[src/rtl/core/pss_pkg.sv]
package pss_pkg;

   localparam int DIGITS_DEF = 4;
   localparam int PAGES_DEF = 8;

   localparam logic [2:0] OP_SCAN = 3'd0;
   localparam logic [2:0] OP_HEX = 3'd1;
   localparam logic [2:0] OP_DIGIT = 3'd2;
   localparam logic [2:0] OP_SHIFT = 3'd3;
   localparam logic [2:0] OP_ENABLE = 3'd4;

   localparam logic [7:0] SEG_BLANK = 8'hFF;
   localparam logic [3:0] COM_IDLE = 4'hF;
   localparam logic [3:0] COM_FIRST = 4'h8;
   localparam int COM_BITS = 4;

   typedef struct packed {
      logic [2:0] operation;
      logic [2:0] page;
      logic [1:0] digit;
      logic [15:0] value;
      logic [7:0] segments;
      logic use_font;
      logic blank_leading;
      logic force_zero;
      logic clear_first;
      logic enable;
   } req_type;

   typedef struct packed {
      logic [7:0] segment_drive;
      logic [3:0] common_drive;
      logic [2:0] shown_page;
   } rsp_type;

   typedef struct packed {
      logic load;
      logic read;
      logic commit;
   } ctrl_cmd_type;

   typedef struct packed {
      logic is_scan;
   } dp_status_type;

   // Hex glyphs in gfedcba order, returned inverted for active-low segments.
   function automatic logic [7:0] font_low(input logic [3:0] nib);
      logic [7:0] glyph;
      case (nib)
         4'h0: glyph = 8'h3F;
         4'h1: glyph = 8'h06;
         4'h2: glyph = 8'h5B;
         4'h3: glyph = 8'h4F;
         4'h4: glyph = 8'h66;
         4'h5: glyph = 8'h6D;
         4'h6: glyph = 8'h7D;
         4'h7: glyph = 8'h07;
         4'h8: glyph = 8'h7F;
         4'h9: glyph = 8'h6F;
         4'hA: glyph = 8'h77;
         4'hB: glyph = 8'h7C;
         4'hC: glyph = 8'h39;
         4'hD: glyph = 8'h5E;
         4'hE: glyph = 8'h79;
         4'hF: glyph = 8'h71;
         default: glyph = 8'h00;
      endcase
      return ~glyph;
   endfunction

endpackage

[src/rtl/core/pss_ctrl.sv]
module pss_ctrl (
   input  logic clock,
   input  logic reset,
   input  logic req_valid,
   output logic req_ready,
   output logic rsp_valid,
   input  logic rsp_ready,
   input  pss_pkg::dp_status_type status,
   output pss_pkg::ctrl_cmd_type cmd
);
   import pss_pkg::*;

   typedef enum logic [2:0] {
      ST_IDLE = 3'b001,
      ST_READ = 3'b010,
      ST_EXEC = 3'b100
   } state_type;

   state_type state_ff, state_in;
   logic rsp_valid_ff, rsp_valid_in;
   logic can_commit;

   // A scan result may only be committed when the output register is free
   // or is being drained in this very cycle.
   assign can_commit = !status.is_scan || !rsp_valid_ff || rsp_ready;

   always_comb begin
      state_in = state_ff;
      cmd = '0;
      case (state_ff)
         ST_IDLE: begin
            if (req_valid) begin
               cmd.load = 1'b1;
               state_in = ST_READ;
            end
         end
         ST_READ: begin
            cmd.read = 1'b1;
            state_in = ST_EXEC;
         end
         ST_EXEC: begin
            if (can_commit) begin
               cmd.commit = 1'b1;
               state_in = ST_IDLE;
            end
         end
         default: state_in = ST_IDLE;
      endcase
   end

   always_comb begin
      rsp_valid_in = rsp_valid_ff;
      if (rsp_ready) begin
         rsp_valid_in = 1'b0;
      end
      if (cmd.commit && status.is_scan) begin
         rsp_valid_in = 1'b1;
      end
   end

   always_ff @(posedge clock) begin
      if (reset) begin
         state_ff <= ST_IDLE;
         rsp_valid_ff <= 1'b0;
      end else begin
         state_ff <= state_in;
         rsp_valid_ff <= rsp_valid_in;
      end
   end

   assign req_ready = (state_ff == ST_IDLE);
   assign rsp_valid = rsp_valid_ff;

endmodule

[src/rtl/core/pss_datapath.sv]
module pss_datapath #(
   parameter int DIGITS = pss_pkg::DIGITS_DEF,
   parameter int PAGES = pss_pkg::PAGES_DEF
) (
   input  logic clock,
   input  logic reset,
   input  pss_pkg::req_type req_data,
   output pss_pkg::rsp_type rsp_data,
   input  pss_pkg::ctrl_cmd_type cmd,
   output pss_pkg::dp_status_type status
);
   import pss_pkg::*;

   localparam int DIG_W = (DIGITS > 1) ? $clog2(DIGITS) : 1;
   localparam int PAGE_W = $clog2(PAGES);
   localparam int ROW_W = DIGITS * 8;

   req_type item_ff;
   rsp_type rsp_ff;
   logic [ROW_W-1:0] store_mem [PAGES];
   logic [ROW_W-1:0] rd_row_ff;
   logic rd_ok_ff;
   logic [PAGES-1:0] row_valid_ff;
   logic [PAGES-1:0] page_used_ff, page_used_in;
   logic [PAGE_W-1:0] display_page_ff, display_page_in;
   logic [DIG_W-1:0] scan_ff;
   logic top_latch_ff;

   logic is_scan;
   logic page_ok;
   logic digit_ok;
   logic writes_row;
   logic mem_we;
   logic [PAGE_W-1:0] item_page;
   logic [PAGE_W-1:0] row_addr;
   logic [ROW_W-1:0] row_cur;
   logic [ROW_W-1:0] row_new;
   logic [ROW_W-1:0] hex_row;
   logic [ROW_W-1:0] digit_row;
   logic [ROW_W-1:0] shift_row;
   logic [7:0] pat;
   logic [7:0] drive;
   logic [3:0] com;

   always_ff @(posedge clock) begin
      if (cmd.load) begin
         item_ff <= req_data;
      end
   end

   assign is_scan = (item_ff.operation == OP_SCAN);
   assign page_ok = (32'(item_ff.page) < PAGES);
   assign digit_ok = (32'(item_ff.digit) < DIGITS);
   assign item_page = PAGE_W'(item_ff.page);
   assign row_addr = is_scan ? display_page_ff : item_page;
   assign status.is_scan = is_scan;

   always_comb begin
      case (item_ff.operation)
         OP_HEX: writes_row = 1'b1;
         OP_DIGIT: writes_row = digit_ok;
         OP_SHIFT: writes_row = 1'b1;
         default: writes_row = 1'b0;
      endcase
   end

   assign mem_we = cmd.commit && page_ok && writes_row;

   // One row holds all digits of a page.
   always_ff @(posedge clock) begin
      if (mem_we) begin
         store_mem[row_addr] <= row_new;
      end
      if (cmd.read) begin
         rd_row_ff <= store_mem[row_addr];
         rd_ok_ff <= row_valid_ff[row_addr];
      end
   end

   // A row never written since reset reads as all zero.
   always_ff @(posedge clock) begin
      if (reset) begin
         row_valid_ff <= '0;
      end else if (mem_we) begin
         row_valid_ff[row_addr] <= 1'b1;
      end
   end

   assign row_cur = rd_ok_ff ? rd_row_ff : '0;

   always_comb begin
      logic seen;
      logic [3:0] nib;
      seen = 1'b0;
      hex_row = '0;
      for (int p = DIGITS - 1; p >= 0; p--) begin
         nib = 4'(item_ff.value >> (4 * p));
         if (nib == 4'h0 && !seen && item_ff.blank_leading) begin
            hex_row[8*p +: 8] = SEG_BLANK;
         end else begin
            hex_row[8*p +: 8] = font_low(nib);
            if (nib != 4'h0) begin
               seen = 1'b1;
            end
         end
      end
      if (item_ff.value == 16'h0000 && item_ff.force_zero) begin
         hex_row[7:0] = font_low(4'h0);
      end
   end

   always_comb begin
      digit_row = row_cur;
      digit_row[8*DIG_W'(item_ff.digit) +: 8] =
         item_ff.use_font ? font_low(item_ff.value[3:0]) : item_ff.segments;
   end

   always_comb begin
      shift_row = '0;
      for (int k = 1; k < DIGITS; k++) begin
         shift_row[8*k +: 8] = item_ff.clear_first ? SEG_BLANK : row_cur[8*(k-1) +: 8];
      end
      shift_row[7:0] = item_ff.segments;
   end

   always_comb begin
      case (item_ff.operation)
         OP_HEX: row_new = hex_row;
         OP_DIGIT: row_new = digit_row;
         OP_SHIFT: row_new = shift_row;
         default: row_new = row_cur;
      endcase
   end

   always_comb begin
      page_used_in = page_used_ff;
      if (cmd.commit && page_ok) begin
         if (item_ff.operation == OP_ENABLE) begin
            page_used_in[item_page] = item_ff.enable;
         end else if (writes_row) begin
            page_used_in[item_page] = 1'b1;
         end
      end
   end

   // Highest page in use wins; with no page in use the old choice stays.
   always_comb begin
      display_page_in = display_page_ff;
      for (int p = 0; p < PAGES; p++) begin
         if (page_used_in[p]) begin
            display_page_in = PAGE_W'(p);
         end
      end
   end

   assign pat = row_cur[8*scan_ff +: 8];
   assign drive = {pat[7] & top_latch_ff, pat[6:0]};

   always_comb begin
      if (32'(scan_ff) < COM_BITS) begin
         com = COM_IDLE & ~(COM_FIRST >> scan_ff);
      end else begin
         com = COM_IDLE;
      end
   end

   always_ff @(posedge clock) begin
      if (reset) begin
         page_used_ff <= PAGES'(1);
         display_page_ff <= '0;
         scan_ff <= '0;
         top_latch_ff <= 1'b1;
      end else if (cmd.commit) begin
         page_used_ff <= page_used_in;
         display_page_ff <= display_page_in;
         if (is_scan) begin
            top_latch_ff <= drive[7];
            if (32'(scan_ff) >= DIGITS - 1) begin
               scan_ff <= '0;
            end else begin
               scan_ff <= scan_ff + 1'b1;
            end
         end
      end
   end

   always_ff @(posedge clock) begin
      if (cmd.commit && is_scan) begin
         rsp_ff.segment_drive <= drive;
         rsp_ff.common_drive <= com;
         rsp_ff.shown_page <= 3'(display_page_ff);
      end
   end

   assign rsp_data = rsp_ff;

endmodule

[src/rtl/core/paged_seven_segment_scanner.sv]
// The transfer captures an item, the read state then reads the page row and the execute state
// writes it or scans it; a scan result is registered when execute commits. Items are worked
// one at a time: a new item is taken only after the last has left execute, as the single-port
// page memory is read and then written or scanned by one sequencer.
// A scan result sits in an output register; a new item is taken while it waits, but a scan
// holds in execute until that earlier result is transferred. Synchronous active-high reset:
// page 0 in use and shown, scan index zero, all digit patterns read as zero until written.
module paged_seven_segment_scanner #(
   parameter int DIGITS = pss_pkg::DIGITS_DEF,
   parameter int PAGES = pss_pkg::PAGES_DEF
) (
   input  logic clock,
   input  logic reset,
   input  logic req_valid,
   output logic req_ready,
   input  pss_pkg::req_type req_data,
   output logic rsp_valid,
   input  logic rsp_ready,
   output pss_pkg::rsp_type rsp_data
);
   import pss_pkg::*;

   ctrl_cmd_type cmd;
   dp_status_type status;

   pss_ctrl u_ctrl (
      .clock(clock),
      .reset(reset),
      .req_valid(req_valid),
      .req_ready(req_ready),
      .rsp_valid(rsp_valid),
      .rsp_ready(rsp_ready),
      .status(status),
      .cmd(cmd)
   );

   pss_datapath #(
      .DIGITS(DIGITS),
      .PAGES(PAGES)
   ) u_datapath (
      .clock(clock),
      .reset(reset),
      .req_data(req_data),
      .rsp_data(rsp_data),
      .cmd(cmd),
      .status(status)
   );

endmodule

[config.mk]
export PLATFORM = sky130hd
export DESIGN_NAME = paged_seven_segment_scanner
export DESIGN_NICKNAME = d
export VERILOG_FILES = /design/src/rtl/core/pss_pkg.sv /design/src/rtl/core/pss_ctrl.sv /design/src/rtl/core/pss_datapath.sv /design/src/rtl/core/paged_seven_segment_scanner.sv
export SDC_FILE = /design/constraint.sdc
export NUM_CORES = 1
export LEC_CHECK = 0
export BUFFER_PORTS_ARGS = -buffer_cell sky130_fd_sc_hd__buf_2
export CORE_MARGIN = 2
export CORE_UTILIZATION = 56
export DETAILED_ROUTE_END_ITERATION = 7
export GPL_TIMING_DRIVEN = 0
export PLACE_DENSITY = 0.77
export RECOVER_POWER = 50
export SLEW_MARGIN = 40
export SYNTH_ARGS = -nofsm -noshare
export SYNTH_HDL_FRONTEND = slang
export SYNTH_HIERARCHICAL = 1
export SYNTH_SLANG_ARGS = --single-unit
[constraint.sdc]
create_clock -name clock -period 5 [get_ports clock]
set_clock_uncertainty 0.2 [all_clocks]
set_input_delay 0.5 -clock clock [delete_from_list [all_inputs] [get_ports clock]]
set_output_delay 0.5 -clock clock [all_outputs]
set_load 0.05 [all_outputs]
-- After elaboration in Yosys (flattened, before gate mapping)
Memory sizes are Yosys's and may differ from the RTL's. A register that Yosys moved wholly into a read port is not among the register bits.
Index checks and enable logic that the tools add are counted.
- bits in registers: 79
- bits in latches: 0
- RAM bits: 256
- memory bits (read-only): 560
- input bits: 41
- output and inout bits: 17
- word-level logic and storage cells: 150
- memories kept: 6
- memories (name ; words ; width ; read ports ; clocked after memory_dff ; write ports ; line ; text):
    u_datapath.store_mem ; 8 ; 32 ; 1 ; 1 ; 1 ; pss_datapath.sv:20 ; logic [ROW_W-1:0] store_mem [PAGES];
    (name not given) ; 16 ; 7 ; 1 ; 1 ; 0 ; pss_pkg.sv:49 ; case (nib)
    (name not given) ; 16 ; 7 ; 1 ; 1 ; 0 ; pss_pkg.sv:49 ;
    (name not given) ; 16 ; 7 ; 1 ; 1 ; 0 ; pss_pkg.sv:49 ;
    (name not given) ; 16 ; 7 ; 1 ; 1 ; 0 ; pss_pkg.sv:49 ;
    (name not given) ; 16 ; 7 ; 1 ; 1 ; 0 ; pss_pkg.sv:49 ;
- $add $sub $neg: 2
- multipliers: 0
- div/mod/pow operators: 0
- order comparisons: 5
- equality and inequality tests: 9
- shifts and indexed selects: 4
- muxes and demuxes: 60
- bitwise gates (word level): 9
- reductions and logical operators: 34
- operators by type and width (kind ; number):
    $mux W8 ; 16
    $pmux W32 S3 ; 1
    $not A8 Y8 ; 5
    $neg A5 Y34 ; 1
    $shift A8 B34 Y32 const A ; 1
    $shiftx A8 B34 Y32 ; 1
    $mux W3 ; 11
    $bwmux W32 ; 1
    $mux W32 ; 1
    $shiftx A32 B6 Y8 ; 1
    $mux W4 ; 5
    $mux W1 ; 19
    $logic_not A16 Y1 ; 1
    $logic_not A4 Y1 ; 4
    $or A8 B8 Y8 ; 2
    $logic_and A1 B1 Y1 ; 12
    $reduce_bool A4 Y1 ; 3
    $eq A3 B2 Y1 const B ; 3
    $pmux W3 S3 ; 1
    $bwmux W8 ; 1
    $lt A3 B4 Y1 const B ; 2
    $reduce_bool A8 Y1 ; 1
    $demux W1 S3 ; 2
    $eq A3 B1 Y1 const B ; 2
    17 further kinds ; 26

-- Logic depth before layout (Yosys ltp)
Gate-level depths: netlist of run 1.
- word-level depth: 19
- gate-level depth with buffers: 14
- gate-level depth less buffers: 10

-- By module
The synthesis of run 1 kept the hierarchy.
- modules (own cells, without submodules) (module ; times used ; cells each ; area an instance (um2) ; seq. area each (um2)):
    pss_datapath ; 1 ; 1448 ; 17031.3 ; 11240.8
    pss_ctrl ; 1 ; 22 ; 203.9 ; 80.1

-- Worst setup path after synthesis of run 1
Ideal clock, no wire load.
- path type: register -> register
- from: reg u_datapath/item_ff[36] (netlist name)
- to: mem u_datapath/store_mem[6][0] (netlist name), enable pin
- setup time: 0.505 ns
- data arrival time: 4.744 ns
- required time: 4.295 ns
- slack: -0.449 ns
- cell stages (with the launch flop): 8
- path buffers: 4
- clock period less this slack: 5.449 ns
- cells stage by stage: edfxtp_1 buf_6 or3_1 buf_6 mux2_2 clkbuf_1 clkbuf_1 nor4_1
- cells in the longest elaborated chain, start to end: 9
- elaborated cells between the ends (all ways): 15
- those cells by class: eq/ne (3); mux (6); reduce/logical (6)
- ends and longest elaborated chain (item ; line ; text):
    from (decl) ; pss_datapath.sv:18 ; req_type item_ff;
    from (signal assigned) ; pss_datapath.sv:47 ; item_ff <= req_data;
    $logic_not A3 Y1 ; pss_datapath.sv:51 ; assign is_scan = (item_ff.operation == OP_SCAN);
    $logic_not A1 Y1 ; pss_ctrl.sv:25 ; assign can_commit = !status.is_scan || !rsp_valid_ff || rsp_ready;
    $logic_or A1 B1 Y1 (2 in a row) ; pss_ctrl.sv:25 ;
    $mux W1 ; pss_ctrl.sv:42 ; if (can_commit) begin
    $mux W1 ; pss_ctrl.sv:30 ; case (state_ff)
    $logic_and A1 B1 Y1 ; pss_datapath.sv:67 ; assign mem_we = cmd.commit && page_ok && writes_row;
    $mux W1 ; pss_datapath.sv:71 ; if (mem_we) begin
    $mux W1 (implied by the code) ; pss_datapath.sv:72 ; store_mem[row_addr] <= row_new;
    to (decl) ; pss_datapath.sv:20 ;
Parallel ways exist; a longest one is shown, timed or not.

-- Worst setup path after layout of run 1
- from: reg u_datapath/item_ff[36] (netlist name)
- to: mem u_datapath/store_mem[5][25] (netlist name), enable pin
Same word-level chain as after synthesis.

==> reports/results.ini, run 1 <==
[outcome]
status = finished, violations left
violations = capacitance limit, slew limit

[synthesis]
synth_ff_type = edfxtp_1
synthTopCellsByArea = edfxtp_1, nand2_1, dfxtp_1, nand3_1, ha_1
synth_top_area_share_pct = 59.4
synth-seq-area-share_pct = 65.7
synth_cells = 1470
synth.distinct_cells = 59
synthArstFlopShare_pct = 0
yosys_warnings = 6
synth_edf_count = 341
syn-cell-area_um2 = 17200
synth_area_per_cell_um2 = 11.7
ys_seq_elements = 395
synth_top_area_cell = edfxtp_1
synthesis.nets = 1548

[pwr]
vdd_drop_max_mv = 0.326
switching_power_uw = 1790
combPwrFrac_pct = 10.3
power.leakage_uw = 0.00735
power_frac_seq_pct = 51.0
p_int_uw = 5520
clock_power_share_pct = 38.7
netSwitchingFraction_pct = 24.5
powerDensity_nw_per_um2 = 369
design_power_total_uw = 7300

[floorplan]
die_h_um = 179
initial_core_util_pct = 56.6
coreArea_um2 = 30400
num_io_pins = 58
die_w_um = 179
die_area_um2 = 32200
rows = 64

[worst_setup_path]
crit_arrival_ns = 4.60
critPathCaptureType = register
critPathKind = reg -> reg
cpMostUsedCell = clkbuf_1
crit_buf_inv = 7
critPathSlowestCell = clkbuf_1
path_max_fanout = 10
path_cells = clkbuf_1 > or3_1 > buf_6 > mux2_2 > clkbuf_1 > clkbuf_1 > nand3_1 > nor3_2 > buf_4 > buf_4 > buf_2
start_kind = register
required_ns = 5.03
max_stage_delay_ns = 0.62
path_delay_family = buffers and inverters

[routing]
drc = 0
avgViaCountPerCell = 6.18
drt_iter0_markers = 1667
via_count = 12700
wirelength_mm = 46.7
wl_per_cell_um = 22.7
ant_nets = 0
drt_pass1_iterations = 5

[timing]
slew_viol_final = 43
worstMarginPinSlew_ns = 2.17
rsz0062_at_grt = false
slew_headroom_pct = -44.8
fmax_mhz = 219
hold_viol = 0
finalCriticalPeriod_ns = 4.56
finalSetupViolations = 0
period_share_pct = 91.3

[cts]
cts_buffers = 40
clock_path_buffers = 3
htree_levels = 2
clockRootBuffer = clkbuf_16
ctsResizeCount = 0
cts.sinks = 395
cts_setup_buffers = 0
clk_transition_reported_paths_ns = 0.06
clk_latency_ns = 0.54
tritoncts = yes

[place]
dp_cells = 1952
place.gp.congestion = 0.964
port_buffers = 57
dp_hpwl_mm = 31.8

[finish]
nFillCells = 2273
final_nets = 1713
multi_input_area_um2 = 5480
stdcell_count = 2061
antennaDiodeCount = 0
regArea_um2 = 11300
drive_above_1_share_pct = 10.7
syn_to_final_growth_pct = 14.9

[job]
maxCapViolCount = 2

[global_routing]
antenna_found_initial = 0
grt_pass1_vias = 12300
grt_pass1_wl_mm = 70.8
grtUsageTotal_pct = 28.5
overflow = 0
grt_max_degree = 39

[min_path]
worstHoldPathType = in -> reg

per-layer routing:
metal	GRT usage, %	share of wire (%)	up-vias
met4	10.7	3.8	0
met2	46.7	48	768
met3	6.34	11	138
li1	-	-	5694
met5	0	0	-
met1	37.6	38	6143
layout make-up:
type                       instances  share of cell area (%)
inverter                          34                   0.651
multi-input combinational        960                    27.7
tap                              396                    2.50
clock buffer                      56                    5.36
timing repair buffer             123                    3.98
clock inverter                    16                   0.860
sequential                       395                    57.2
buffer                            81                    1.76
cell usage in the layout, fill, tap and decap left out, types with 11 or more instances in the layout:
cell type	n
o21ai_1	14
a211o_1	20
nand2_1	346
mux2i_1	17
buf_2	61
a21oi_1	84
clkbuf_1	106
o21ai_0	45
a22o_1	11
o22ai_1	20
ha_1	37
edfxtp_1	341
inv_1	33
clkbuf_16	40
mux4_2	14
dlygate4sd3_1	37
nor2_1	56
nand3_1	167
dfxtp_1	54
per-stage QoR:
| step | cell area (um2) | setup TNS [ns] | worst slack [ns] | hold WS (ns) | utilization (%) |
|---|---|---|---|---|---|
| floorplan | 17200 | -29.41 | -0.449 | 0.227 | - |
| global route | 19800 | 0 | 0.290 | 0.0607 | 65.1 |
| finish | 19800 | 0 | 0.436 | 0.0471 | 65.1 |
| CTS | 19800 | 0 | 0.718 | 0.0320 | 65.2 |
| detailed placement | 18200 | 0 | 0.741 | 0.260 | 60.0 |
| global placement | 18000 | -403.09 | -4.01 | 0.242 | 59.2 |
worst paths after layout:
check / cells past startpoint / from / to / slack, ns
max reg2reg: 11 / u_datapath/item_ff[36] / u_datapath/store_mem[5][25] / 0.44
min reg2reg: 2 / u_datapath/row_valid_ff[3] / u_datapath/row_valid_ff[3] / 0.28
min: 2 / reset / u_ctrl/rsp_valid / 0.05
max: 11 / u_datapath/item_ff[36] / u_datapath/store_mem[5][25] / 0.44
kinds of logic (layout without fill, tap and decap cells):
kind of cell	after synthesis	in the layout	synth area share, %
AND/OR/NAND/NOR	639	639	16.3
multiplexers	43	43	3.60
buffers and inverters	115	310	2.83
AO/OA/AOI/OAI	241	241	8.86
adder cells (fa/ha/maj)	37	37	2.69
flip-flops	395	395	65.7
state kept, by name (all words and copies together), names as in the netlist, 2 cells and up, named ones only:
register and flops:
u_datapath/rd_row_ff 32, u_ctrl/state_ff 3, u_datapath/item_page 3, u_datapath/item_ff 34, u_datapath/scan_ff 2, u_datapath/display_page_ff 3
u_datapath/page_used_ff 8, u_datapath/row_valid_ff 8, u_datapath/rsp_data 15, u_datapath/store_mem 256
synthesized netlist by cell type, types with 3 or more instances:
| cell | n |
|---|---|
| edfxtp_1 | 341 |
| a221oi_1 | 6 |
| nor2_1 | 56 |
| a21oi_1 | 84 |
| a41oi_1 | 7 |
| mux2_2 | 9 |
| o21ai_0 | 46 |
| dfxtp_1 | 54 |
| o21ai_1 | 13 |
| nand2b_1 | 4 |
| buf_1 | 4 |
| a22o_1 | 11 |
| nand3_1 | 167 |
| nor3_1 | 8 |
| and2_1 | 10 |
| nor2b_1 | 8 |
| a31oi_1 | 4 |
| buf_6 | 4 |
| nor4_1 | 6 |
| inv_1 | 34 |
| and3_1 | 11 |
| clkbuf_1 | 54 |
| o22ai_1 | 20 |
| mux4_2 | 14 |
| o21ba_2 | 3 |
| ha_1 | 37 |
| nand2_1 | 346 |
| nor3b_2 | 3 |
| nand4_1 | 3 |
| a211o_1 | 20 |
| a22oi_1 | 5 |
| a211oi_1 | 6 |
| buf_2 | 18 |
| mux2i_1 | 19 |
| or2_2 | 6 |
timing repair:
action	4_1_cts	5_1_grt
hold endpoints to repair	37	0
hold buffers	37	0
setup endpoints to repair	0	0
power by group through the flow:
stage	logic [uW]	registers [uW]	clock network, uW
5_1_grt	810	3730	2990
6_report	750	3720	2830
2_1_floorplan	461	3770	0
3_5_place_dp	707	3790	0
4_1_cts	736	3720	2850
3_3_place_gp	675	3790	0
(Power assumes the default switching activity.)
==> run 2: changes to the inputs <==
- REMOVE_ABC_BUFFERS: not set -> 1
==> run 2 against run 1 <==
Net effect: the flow still finishes with violations (capacitance limit, slew limit); via count is 2.3% lower; largest power group unchanged; highest routed layer unchanged; first-iteration DRC count decreased by 0.66%; sequential share of layout area is 0.44 points lower; critical path type unchanged.
==> reports/results.ini, run 2 (synthesis gave the netlist of run 1 again) <==
[outcome]
status = finished, violations left
violations = capacitance limit, slew limit

[global_routing]
grt_pass1_wl_mm = 67.0  ; -5.4%
busiest_layer = met2
use_met3_pct = 3.91  ; -2.4 points
grt.met2_usage_pct = 43.0  ; -3.7 points
grt_pass1_vias = 12100  ; -1.5%
antenna_found_initial = 0  ; unchanged
gr-usage-met1_pct = 35.8  ; -1.8 points
grtUsageTotal_pct = 26.5  ; -2.0 points
overflow = 0  ; unchanged
grt_max_degree = 78  ; +100%

[routing]
wl_per_cell_um = 21.6  ; -4.7%
drc = 0  ; unchanged
drt_iter0_markers = 1656  ; -0.66%
wirelength_mm = 43.4  ; -7.1%
drt_pass1_iterations = 8  ; +3
ant_nets = 0  ; unchanged
via_count = 12500  ; -2.3%
avgViaCountPerCell = 6.20  ; +0.23%

[worst_setup_path]
r2r_end = u_datapath/store_mem[6][24]
crit_arrival_ns = 4.48  ; -0.12 ns
critPathKind = reg -> reg
max_stage_delay_ns = 0.71  ; +0.09 ns
path_cells = or3_1 > inv_1 > and3b_1 > nor2b_2 > nand2_1 > nor4_2 > buf_4 > buf_2 > buf_2 > buf_2
reg2reg_slack_ns = 0.54  ; +0.11 ns
path_max_fanout = 14  ; +4
required_ns = 5.03  ; about the same
reg2regPathDepth = 10  ; -1
cpMostUsedCell = buf_2
critPathCaptureType = register
start_kind = register
r2r-start = u_datapath/item_ff[35]
critPathSlowestCell = or3_1

[cts]
clk_transition_reported_paths_ns = 0.07  ; about the same
cts_buffers = 40  ; unchanged
cts.sinks = 395  ; unchanged
tritoncts = yes
clock_path_buffers = 3  ; unchanged
htree_levels = 2  ; unchanged
cts_setup_buffers = 0  ; unchanged
ctsResizeCount = 0  ; unchanged
ctsHoldBuffers = 37  ; unchanged
clockRootBuffer = clkbuf_16
clk_latency_ns = 0.54  ; about the same

[job]
maxCapViolCount = 1  ; -1

[timing]
fmax_mhz = 224  ; +2.4%
slew_headroom_pct = -8.46  ; +36 points
finalSetupViolations = 0  ; unchanged
hold_viol = 0  ; unchanged
slew_viol_final = 9  ; -79%
rsz0062_at_grt = false
period_share_pct = 89.2  ; -2.1 points
worstMarginPinSlew_ns = 1.61  ; -0.565 ns
setup_slack_ns = 0.541  ; +0.105 ns
finalCriticalPeriod_ns = 4.46  ; -0.105 ns

[floorplan]
initial_core_util_pct = 56.6  ; unchanged
coreArea_um2 = 30400  ; unchanged
rows = 64  ; unchanged
num_io_pins = 58  ; unchanged
die_w_um = 179  ; unchanged
die_h_um = 179  ; unchanged
die_area_um2 = 32200  ; unchanged

[place]
place.gp.congestion = 0.899  ; -6.8%
pre_cts_ws_ns = 0.197  ; -0.543 ns
dp_hpwl_mm = 28.8  ; -9.4%
port_buffers = 57  ; unchanged

[finish]
final_nets = 1664  ; -2.9%
largest_register_ffs = 256  ; unchanged
final_cell_mix = nand2_1, edfxtp_1, nand3_1
largest-register = u_datapath/store_mem
syn_to_final_growth_pct = 15.8
top_regs = u_datapath/store_mem: 256 flops, u_datapath/item_ff: 34 flops, u_datapath/rd_row_ff: 32 flops
final_util_pct = 65.6  ; +0.51 points
layout_commonest_cell = nand2_1
antennaDiodeCount = 0  ; unchanged
drive_above_1_share_pct = 11.5  ; +0.77 points

[min_path]
hold_start = req_valid
hold_depth = 3  ; +1
holdPathEnd = u_ctrl/state_ff[0]
worstHoldPathType = in -> reg

[pwr]
vdd_drop_max_mv = 0.360  ; +11%
powerDensity_nw_per_um2 = 367  ; -0.55%
power.leakage_uw = 0.00742  ; +0.94%

-- run 2: layout make-up --
type                            count  area, um2
Clock inverter                     11       80.1
Timing Repair Buffer              155       1220
Clock buffer                       59       1180
Tap cell                          396        495
Inverter                           34        130
Fill cell                        2187      10500
Sequential cell                   395      11300
Multi-Input combinational cell    960       5530
-- run 2: where the power goes --
part | switching (uW) | internal [uW] | total, uW
clock | 1210 | 1680 | 2890
sequential | 51.6 | 3680 | 3730
combinational | 454 | 245 | 698
-- run 2: worst max path at each step --
stage	startpoint	to	slack, ns	depth (start not counted)
after detailed placement	u_datapath/item_ff[35]	u_datapath/store_mem[6][24]	0.20	10
after floorplan	u_datapath/item_ff[35]	u_datapath/store_mem[1][0]	-2.60	4
after global routing	u_datapath/item_ff[35]	u_datapath/store_mem[6][24]	0.22	10
after global placement	u_datapath/item_ff[35]	u_datapath/store_mem[6][24]	-9.64	3
after CTS	u_datapath/item_ff[35]	u_datapath/store_mem[6][24]	0.19	10
final	u_datapath/item_ff[35]	u_datapath/store_mem[6][24]	0.54	10
-- run 2: worst max-delay path: cells and delay by family (launching register included) --
family	cells	cell delay [ns]
AND/OR/NAND/NOR	5	2.21
buffers and inverters	5	1.06
flip-flops	1	0.64
-- run 2: per-layer routing --
layer	up-vias	share of wire, %
met5	-	0
met4	0	4.2
met3	124	8.9
met2	726	48
met1	6010	39
li1	5596	-
-- run 2: through the flow --
step	power (uW)	std cells	hold WS (ns)	setup TNS, ns	instance area, um2
2_1_floorplan	4230	1389	0.227	-444.70	16900
4_1_cts	7330	2010	0.0943	0	20000
3_3_place_gp	4440	1842	0.239	-2080.74	17700
6_report	7320	2010	0.0947	0	20000
5_1_grt	7540	2010	0.0941	0	20000
3_5_place_dp	4460	1903	0.260	0	18400
==> run 3: changes to the inputs <==
==> constraint.sdc (replaced) <==
create_clock -name clock -period 5 [get_ports clock]
set_clock_uncertainty 0.2 [all_clocks]
set_input_delay 0.25 -clock clock [delete_from_list [all_inputs] [get_ports clock]]
set_output_delay 0.25 -clock clock [all_outputs]
set_load 0.05 [all_outputs]
==> run 3 against run 2 <==
Net effect: the flow still finishes with violations (capacitance limit, slew limit); largest power group unchanged; non-clock buffer count increased by 3; worst setup slack worse by 0.035 ns; via count fell by 0.94%; critical path depth stayed put; final area grew 0.15%; fmax is 0.78% lower; first-iteration DRC count decreased by 4.6%; die area stayed put.
==> reports/results.ini, run 3 (synthesis gave the netlist of run 1 again) <==
[outcome]
status = finished, violations left
violations = capacitance limit, slew limit

[timing]
hold_viol = 0  ; unchanged
holdWs_ns = 0.221  ; +0.126 ns
rsz0062_at_grt = false
finalSetupViolations = 0  ; unchanged
period_share_pct = 89.9  ; +0.70 points
finalCriticalPeriod_ns = 4.49  ; +0.0352 ns
worstMarginPinSlew_ns = 1.64  ; +0.0346 ns
fmax_mhz = 223  ; -0.78%
slew_headroom_pct = -10.8  ; -2.3 points
slew_viol_final = 9  ; unchanged

[finish]
antennaDiodeCount = 0  ; unchanged
syn_to_final_growth_pct = 15.9
largest-register = u_datapath/store_mem
final_nets = 1667  ; +0.18%
stdcell_count = 2013  ; +0.15%
layout_commonest_cell = nand2_1
nFillCells = 2182  ; -0.23%
drive_above_1_share_pct = 11.4  ; -0.021 points
final_cell_mix = nand2_1, edfxtp_1, nand3_1
largest_register_ffs = 256  ; unchanged
top_regs = u_datapath/store_mem: 256 flops, u_datapath/item_ff: 34 flops, u_datapath/rd_row_ff: 32 flops

[worst_setup_path]
start_kind = register
path_delay_family = simple AND/OR/NAND/NOR gates
cpMostUsedCell = buf_2
max_stage_delay_ns = 0.73  ; +0.02 ns
path_max_fanout = 14  ; unchanged
crit_arrival_ns = 4.52  ; +0.04 ns
crit_buf_inv = 5  ; unchanged
critPathKind = reg -> reg
path_cells = or3_1 > inv_1 > and3b_1 > nor2b_2 > nand2_1 > nor4_2 > buf_4 > buf_2 > buf_2 > buf_2
required_ns = 5.02  ; about the same
critPathCaptureType = register
critPathSlowestCell = or3_1

[cts]
clk_transition_reported_paths_ns = 0.06  ; about the same
cts_buffers = 40  ; unchanged
clock_path_buffers = 3  ; unchanged
htree_levels = 2  ; unchanged
tritoncts = yes
cts_setup_buffers = 0  ; unchanged
clk_latency_ns = 0.53  ; about the same
cts.sinks = 395  ; unchanged
clockRootBuffer = clkbuf_16

[global_routing]
grt_pass1_vias = 12100  ; +0.12%
grt_max_degree = 78  ; unchanged
overflow = 0  ; unchanged
grtUsageTotal_pct = 26.6  ; about the same
antenna_found_initial = 0  ; unchanged
grt_pass1_wl_mm = 67.0  ; about the same

[min_path]
worstHoldPathType = in -> reg

[pwr]
vdd_drop_max_mv = 0.360  ; -0.12%
power.leakage_uw = 0.00744  ; +0.17%
powerDensity_nw_per_um2 = 366  ; -0.22%

[routing]
drt_iter0_markers = 1579  ; -4.6%
wl_per_cell_um = 21.5  ; -0.37%
ant_nets = 0  ; unchanged
wirelength_mm = 43.3  ; -0.22%
avgViaCountPerCell = 6.13  ; -1.1%
drt_pass1_iterations = 6  ; -2
drc = 0  ; unchanged
via_count = 12300  ; -0.94%

[place]
dp_hpwl_mm = 28.8  ; unchanged
dp_cells = 1903  ; unchanged
place.gp.congestion = 0.899  ; unchanged
port_buffers = 57  ; unchanged

[floorplan]
die_h_um = 179  ; unchanged
die_area_um2 = 32200  ; unchanged
die_w_um = 179  ; unchanged
initial_core_util_pct = 56.6  ; unchanged
num_io_pins = 58  ; unchanged
rows = 64  ; unchanged
coreArea_um2 = 30400  ; unchanged

[job]
maxCapViolCount = 1  ; unchanged

==> run 3: cell count changes in the layout (fill, tap and decap cells not counted), sizes merged <==
cell / previous run / this run
dlygate4sd3: 37 / 40
==> run 3: report_power, final <==
part	switching, uW	total [uW]	internal, uW
sequential	51.5	3730	3680
clock	1200	2880	1680
combinational	452	698	246
==> run 3: final timing paths <==
path,startpoint,to,slack [ns],cells after the start
worst min-delay path,req_data[32],u_datapath/item_page[1],0.22,2
worst max register to register,u_datapath/item_ff[35],u_datapath/store_mem[6][24],0.51,10
worst max-delay path,u_datapath/item_ff[35],u_datapath/store_mem[6][24],0.51,10
worst min register to register,u_datapath/top_latch_ff,u_datapath/top_latch_ff,0.27,1
==> run 3: per-layer routing <==
layer	track usage (%)	up-vias	wire length (um)
met2	43.1	645	20800
met5	0	-	0
met1	35.9	5988	17000
li1	-	5594	-
met4	12.0	0	1790
met3	3.87	112	3730
==> run 3: what timing repair did <==
| action | CTS | global route |
|---|---|---|
| hold buffers | 40 | 0 |
| endpoints found under the hold margin | 57 | 0 |
| gates resized for setup | 0 | 0 |
| setup endpoints to repair | 0 | 0 |
==> run 3: cell type report <==
type	count	area, um2	area share (%)
Clock buffer	59	1180	5.89
Clock inverter	11	80.1	0.401
Inverter	34	130	0.651
Multi-Input combinational cell	960	5530	27.7
Sequential cell	395	11300	56.7
Tap cell	396	495	2.48
Timing Repair Buffer	158	1250	6.26
==> run 3: stage by stage <==
step | area (um2) | worst slack (ns) | setup TNS (ns) | util (%) | power (uW)
after detailed placement | 18400 | 0.197 | 0 | 60.5 | 4460
after global placement | 17700 | -9.64 | -2080.74 | 58.0 | 4440
final | 20000 | 0.506 | 0 | 65.7 | 7310
after CTS | 20100 | 0.192 | 0 | 66.0 | 7330
after floorplan | 16900 | -2.60 | -444.70 | - | 4230
after global routing | 20000 | 0.223 | 0 | 65.7 | 7550
